--- config.mk ---
export PLATFORM = sky130hd
export DESIGN_NAME = hcbp_emitter_flat
export DESIGN_NICKNAME = d
export VERILOG_FILES = /design/src/hw/rtl/hcbp_pkg.sv /design/src/hw/rtl/hcbp_if.sv /design/src/hw/rtl/hcbp_emitter.sv /design/src/flat_wrapper.sv
export SDC_FILE = /design/constraint.sdc
export NUM_CORES = 1
export LEC_CHECK = 0
export ABC_AREA = 1
export BUFFER_PORTS_ARGS = -buffer_cell sky130_fd_sc_hd__buf_4
export CORE_MARGIN = 3
export CORE_UTILIZATION = 40
export DETAILED_ROUTE_END_ITERATION = 7
export MAX_ROUTING_LAYER = met4
export PLACE_DENSITY = 0.67
export SLEW_MARGIN = 30
export SYNTH_ARGS = -nofsm -noshare
export SYNTH_HDL_FRONTEND = slang
export SYNTH_SLANG_ARGS = --single-unit
--- constraint.sdc ---
create_clock -name clk -period 2.25 [get_ports clk]
set_input_delay 0.45 -clock clk [delete_from_list [all_inputs] [get_ports clk]]
set_output_delay 0.45 -clock clk [all_outputs]
set_load 0.02 [all_outputs]
--- src/hw/rtl/hcbp_pkg.sv ---
package hcbp_pkg;

  // Operation codes carried in the mode field of an input transaction.
  localparam logic [1:0] MODE_LOAD   = 2'd0;
  localparam logic [1:0] MODE_ENCODE = 2'd1;
  localparam logic [1:0] MODE_FINISH = 2'd2;

  // Bits in one output byte.
  localparam int unsigned BYTE_BITS = 8;

  // Most bytes one input transaction can produce.
  localparam int unsigned MAX_BURST = 4;

  // Width of the stored code word.
  localparam int unsigned CODE_W = 32;

  // Width of a stored code length.
  localparam int unsigned LEN_W = 6;

  // Width of the pending bit register and its count.
  localparam int unsigned PEND_W  = 7;
  localparam int unsigned PCNT_W  = 3;

  // Table read result: the code and its length (zero for a symbol never loaded).
  typedef struct packed {
    logic [CODE_W-1:0] code;
    logic [LEN_W-1:0]  len;
  } lookup_t;

  // Bytes produced by one transaction, right-aligned, first byte most significant.
  typedef struct packed {
    logic [CODE_W-1:0] bytes;
    logic [2:0]        count;
  } burst_t;

endpackage

--- src/hw/rtl/hcbp_if.sv ---


// Result channel: one packed byte per transaction.
interface hcbp_out_if;
  logic       valid;
  logic       ready;
  logic [7:0] out_byte;
  logic       last;

  modport source (output valid, output out_byte, output last, input ready);
  modport sink   (input valid, input out_byte, input last, output ready);
endinterface

--- src/hw/rtl/hcbp_emitter.sv ---
module hcbp_emitter
  import hcbp_pkg::*;
(
  input  logic   clk,
  input  logic   rst_n,
  input  logic   load,
  input  burst_t burst,
  output logic   can_take,
  hcbp_out_if.source out_ch
);

  logic [CODE_W-1:0] word_r;
  logic [2:0]        cnt_r;
  logic [1:0]        idx;
  logic              out_fire;

  assign out_fire = out_ch.valid && out_ch.ready;

  // Free now, or freeing as the final byte of the current burst goes out.
  assign can_take = (cnt_r == 3'd0) || ((cnt_r == 3'd1) && out_ch.ready);

  // Hold a burst and count its bytes down as they are taken.
  always_ff @(posedge clk) begin
    if (!rst_n) begin
      cnt_r <= 3'd0;
    end else if (load) begin
      cnt_r <= burst.count;
    end else if (out_fire) begin
      cnt_r <= cnt_r - 3'd1;
    end
  end

  always_ff @(posedge clk) begin
    if (load) begin
      word_r <= burst.bytes;
    end
  end

  // The byte shown is the highest one still left in the burst.
  assign idx             = 2'(cnt_r - 3'd1);
  assign out_ch.valid    = (cnt_r != 3'd0);
  assign out_ch.out_byte = word_r[{idx, 3'b000} +: BYTE_BITS];
  assign out_ch.last     = (cnt_r == 3'd1);

endmodule

--- src/flat_wrapper.sv ---
// flat-port wrapper written by rule: the top's interface ports become plain ports
module hcbp_emitter_flat import hcbp_pkg::*;
  (clk, rst_n, load, burst, can_take, out_ch_valid, out_ch_out_byte, out_ch_last, out_ch_ready);
  hcbp_out_if out_ch_i ();
  input  logic clk;
  input  logic rst_n;
  input  logic load;
  input  burst_t burst;
  output logic can_take;
  output wire logic [$bits(out_ch_i.valid)-1:0] out_ch_valid;
  output wire logic [$bits(out_ch_i.out_byte)-1:0] out_ch_out_byte;
  output wire logic [$bits(out_ch_i.last)-1:0] out_ch_last;
  input wire logic [$bits(out_ch_i.ready)-1:0] out_ch_ready;
  assign out_ch_valid = out_ch_i.valid;
  assign out_ch_out_byte = out_ch_i.out_byte;
  assign out_ch_last = out_ch_i.last;
  assign out_ch_i.ready = out_ch_ready;
  hcbp_emitter u_core (.clk(clk), .rst_n(rst_n), .load(load), .burst(burst), .can_take(can_take), .out_ch(out_ch_i));
endmodule
* Word level (Yosys, flattened, before mapping) *
Cells that the tools add are included.

word-level totals
  output and inout port bits = 11
  bits in registers = 35
  logic and storage cells = 13
  bits of input ports = 39

operators by class
  muxes and demuxes = 2
  reduce and logical (&&, ||, !) cells = 6
  add/sub/neg operators = 1
  equality and inequality tests = 1
  shift-type cells = 1

operator list
  kind                                                                 number
  32-bit by 6-bit indexed part select with 8-bit output                1
  3-bit two-way mux                                                    2
  3-bit by 1-bit == test with 1-bit output (second input constant)     1
  3-bit logical NOT                                                    1
  3-bit nonzero test                                                   1
  3-bit by 1-bit subtractor with 3-bit output (second input constant)  1
  1-bit logical AND                                                    2
  2-bit nonzero test                                                   1
  1-bit logical OR                                                     1

* Longest topological paths before layout *
  depth after elaboration = 4
  depth in mapped cells = 10
  mapped depth without buffers = 8

* Worst setup path after synthesis *
OpenSTA, ideal clock, no wires.

  path kind = register to output
  from = reg u_core.cnt_r[0]
  to = out out_ch_out_byte[0]
  data arrival time = 1.619 ns
  stages on the path, launching flop included = 9
  setup slack = 0.181 ns
  data required time = 1.800 ns
  buffers on the path = 3
  cell sequence = dfxtp_1 buf_6 inv_8 buf_6 ha_1 clkbuf_2 inv_1 o21ai_0 o22ai_1

on the way
  longest elaborated chain between the ends = 2

RTL lines
  what                                                   RTL line            source
  from (decl)                                            hcbp_emitter.sv:13  logic [2:0] cnt_r;
  from (signal assigned)                                 hcbp_emitter.sv:27  cnt_r <= burst.count;
  from (signal assigned)                                 hcbp_emitter.sv:29  cnt_r <= cnt_r - 3'd1;
  3-bit by 1-bit subtractor with 3-bit output            n/a
  32-bit by 6-bit indexed part select with 8-bit output  hcbp_emitter.sv:42  assign out_ch.out_byte = word_r[{idx, 3'b000} +: BYTE_BITS];
  to (decl)                                              flat_wrapper.sv:11  output wire logic [$bits(out_ch_i.out_byte)-1:0] out_ch_out_byte;

No other way between the ends.

* Worst setup path in the final report *
  from = reg u_core.cnt_r[1]
  to = out out_ch_out_byte[5]

Same word-level chain as after synthesis.

==> metrics.txt <==
WL met1=between 1000 and 1500 um; H-tree depth=2; DRT Wirelength=between 2000 and 3000 um; Hold Path Sink=u_core.word_r[13]; Port Buf Inserts=49; cell accounting for the most synthesized area=edfxtp_1; sequential element share of the synthesized area=a little over two thirds; Top Metal Used=met4; grt ovf=0; top post-synthesis cells by area=edfxtp_1 66%, o21ai_0 5.8%, nor2_1 4.4%; Die Ht=66.4 um; Clock Path Buffers=2; startpoint types=flip-flop; routed length on met3=about 220 um; row count=21; first-pass iteration count of the detailed router=4; synthesized cell area=1460 um^2; r2r worst-path depth=6; status=complete, no violations; Die W=between 60 and 70 um; relative slew slack=between 60% and 70%; hold path cells=1; max-cap viol count=0; synthesized area per cell=approximately 13 um^2; worst vdd ir=0.385 mV; skew final=approximately 0.24 ps; CTS sink cnt=35; wire length on met2=about 1400 um; total power=between 1.5 and 2 mW; flop2flop setup slack=approximately 1000 ps; Synth Instances=114; Buf/Inv on CP=3; DRT iter0 DRCs=54; RePlAce Congestion=0.794; # Post-CTS Setup Buffers=0; CP peak stage delay=approximately 350 ps; ANT cells=0; Starting Density=between 40% and 50%; Final Setup Violations=0; final std cells w/o fill=215; arrival time worst endpoint=around 1700 ps; global-route wire length before repair=between 4000 and 5000 um; Worst setup EP type=output port; Root Driver=clkbuf_4; RSZ-0062 raised after global routing=no; setup TNS=0 ps; Fin. Hold Viols=0; Hold-fix buffers, CTS=0; register bit total from synthesis=35; Inst Count DP=~210; Worst Path Required=roughly 1800 ps; layout cell share with drive strength beyond 1=between 30% and 40%; Inserted Clock Buffers=5; R2R Path End=u_core.cnt_r[1]; nets=210; DIE AREA=4400 um^2; commonest cells after routing, fill and taps aside=50 x buf_4, 32 x edfxtp_1, 17 x nor2_1, 17 x o21ai_0, 11 x nand2_1; HP Class=primary input to flip-flop; clock tree from TritonCTS=built; Top Ports=50; synth unique cells=17; Final period util=95.4%; top cell type's share of synthesized area=about two thirds; GRT Util Overall=roughly 15%; antenna violations before repair=0; Clock Latency Late Sink=between 300 and 400 ps; syn_nets=between 150 and 200; DP HPWL=roughly 2000 um; Worst Min Path Start=burst[16]; number of global-route vias before repair=1019; DRT antenna net count=0; PD cells=about 800 nW/um^2; Leakage=0.804 nW; commonest non-fill, non-tap cell in the layout=buf_4; Vias/cell=4.83; largest net degree at the start of global routing=39; CP Max Fanout=9; clock slew at reported path FFs=between 100 and 150 ps; wire length per cell=13.3 um; Layout Area Growth over Synthesis=33.6%; Crit-path slowest cell=dfxtp_1; Vias=between 1k and 1.5k; DRC viols=0; Final min period=around 2100 ps; max-slew violation count=0; setup ws final=just over 100 ps; CP Cell Sequence=inv_1, ha_4, buf_6, o21ai_0, o22ai_1, buf_4; CP Class=flip-flop to output port; Layout fillers=297; Core ar.=between 3000 and 4000 um^2; dpl ws=approximately 270 ps; Max Freq=roughly 0.47 GHz; Ys Warns=0; worst slew pin tran=between 400 and 500 ps; R2R Path Start=u_core.cnt_r[0]; crit-path leading delay family=buffers and inverters
-- kinds of logic after synthesis --
| kind of cell | synth area share [%] |
|---|---|
| AOI/OAI and AO/OA | 10.6 |
| adders and majority gates | 2.58 |
| buffers and inverters | 5.84 |
| DFF | 70.0 |
| and+or+nand+nor | 10.9 |
-- routing by layer --
layer,global-route usage (%),vias up
met5,-,-
met4,4.82,0
met3,4.93,5
met2,22.6,40
met1,19.0,474
li1,-,519
-- power breakdown --
part           internal [mW]  switching [mW]  total, mW
sequential             0.766          0.0177      0.784
clock                  0.228           0.204      0.433
combinational          0.159           0.192      0.350
total                   1.15           0.414       1.57
-- per-stage QoR --
stage	hold WS [ps]	utilization, %	area (um^2)
2_1_floorplan	459	-	1460
3_3_place_gp	478	54.2	1850
3_5_place_dp	483	54.2	1850
4_1_cts	270	56.4	1930
5_1_grt	258	57.0	1950
6_report	282	57.0	1950
-- worst register-to-register path, cell delays in order (launching register included) --
cell	delay, ps
dfxtp_4	380
inv_8	110
ha_4	220
buf_6	130
o21ai_0	160
nand2_1	70
a21oi_1	120
-- synthesized netlist by cell type --
library cell  instances
ha_1                  3
edfxtp_1             32
nand2_4               3
dfxtp_1               3
o21ai_1               1
clkbuf_2              1
o22ai_1               8
nand3_1               4
nor2_1               17
inv_2                 2
o21ai_0              17
buf_12                1
buf_6                 2
inv_8                 1
inv_1                 5
a21oi_1               3
nand2_1              11
-- worst max-delay path by stage --
stage	from	endpoint	slack [ps]	cells after the start
after CTS	u_core.cnt_r[0]	out_ch_out_byte[5]	10	6
final	u_core.cnt_r[1]	out_ch_out_byte[5]	100	6
after detailed placement	u_core.cnt_r[0]	out_ch_out_byte[5]	270	6
after global placement	u_core.cnt_r[0]	out_ch_out_byte[2]	380	6
after floorplan	u_core.cnt_r[0]	out_ch_out_byte[0]	180	8
after global routing	u_core.cnt_r[1]	out_ch_out_byte[5]	20	6
-- state kept, by name, summed over array words and instances (netlist names) --
register	count
u_core.cnt_r	3
u_core.word_r	32
-- final cells by class --
cell class	count	area (um^2)	area share, %
Sequential cell	35	1020	52.6
Timing Repair Buffer	51	387	19.9
Multi-Input combinational cell	67	364	18.7
Tap cell	46	57.6	2.96
Clock inverter	3	38.8	1.99
Clock buffer	5	37.5	1.93
Inverter	8	37.5	1.93
-- what timing repair did --
action,4_1_cts,5_1_grt
gates cloned,0,0
gates resized for setup,2,3
pin swaps,0,1
endpoints found under the setup margin,7,5
(Power assumes the default switching activity.)
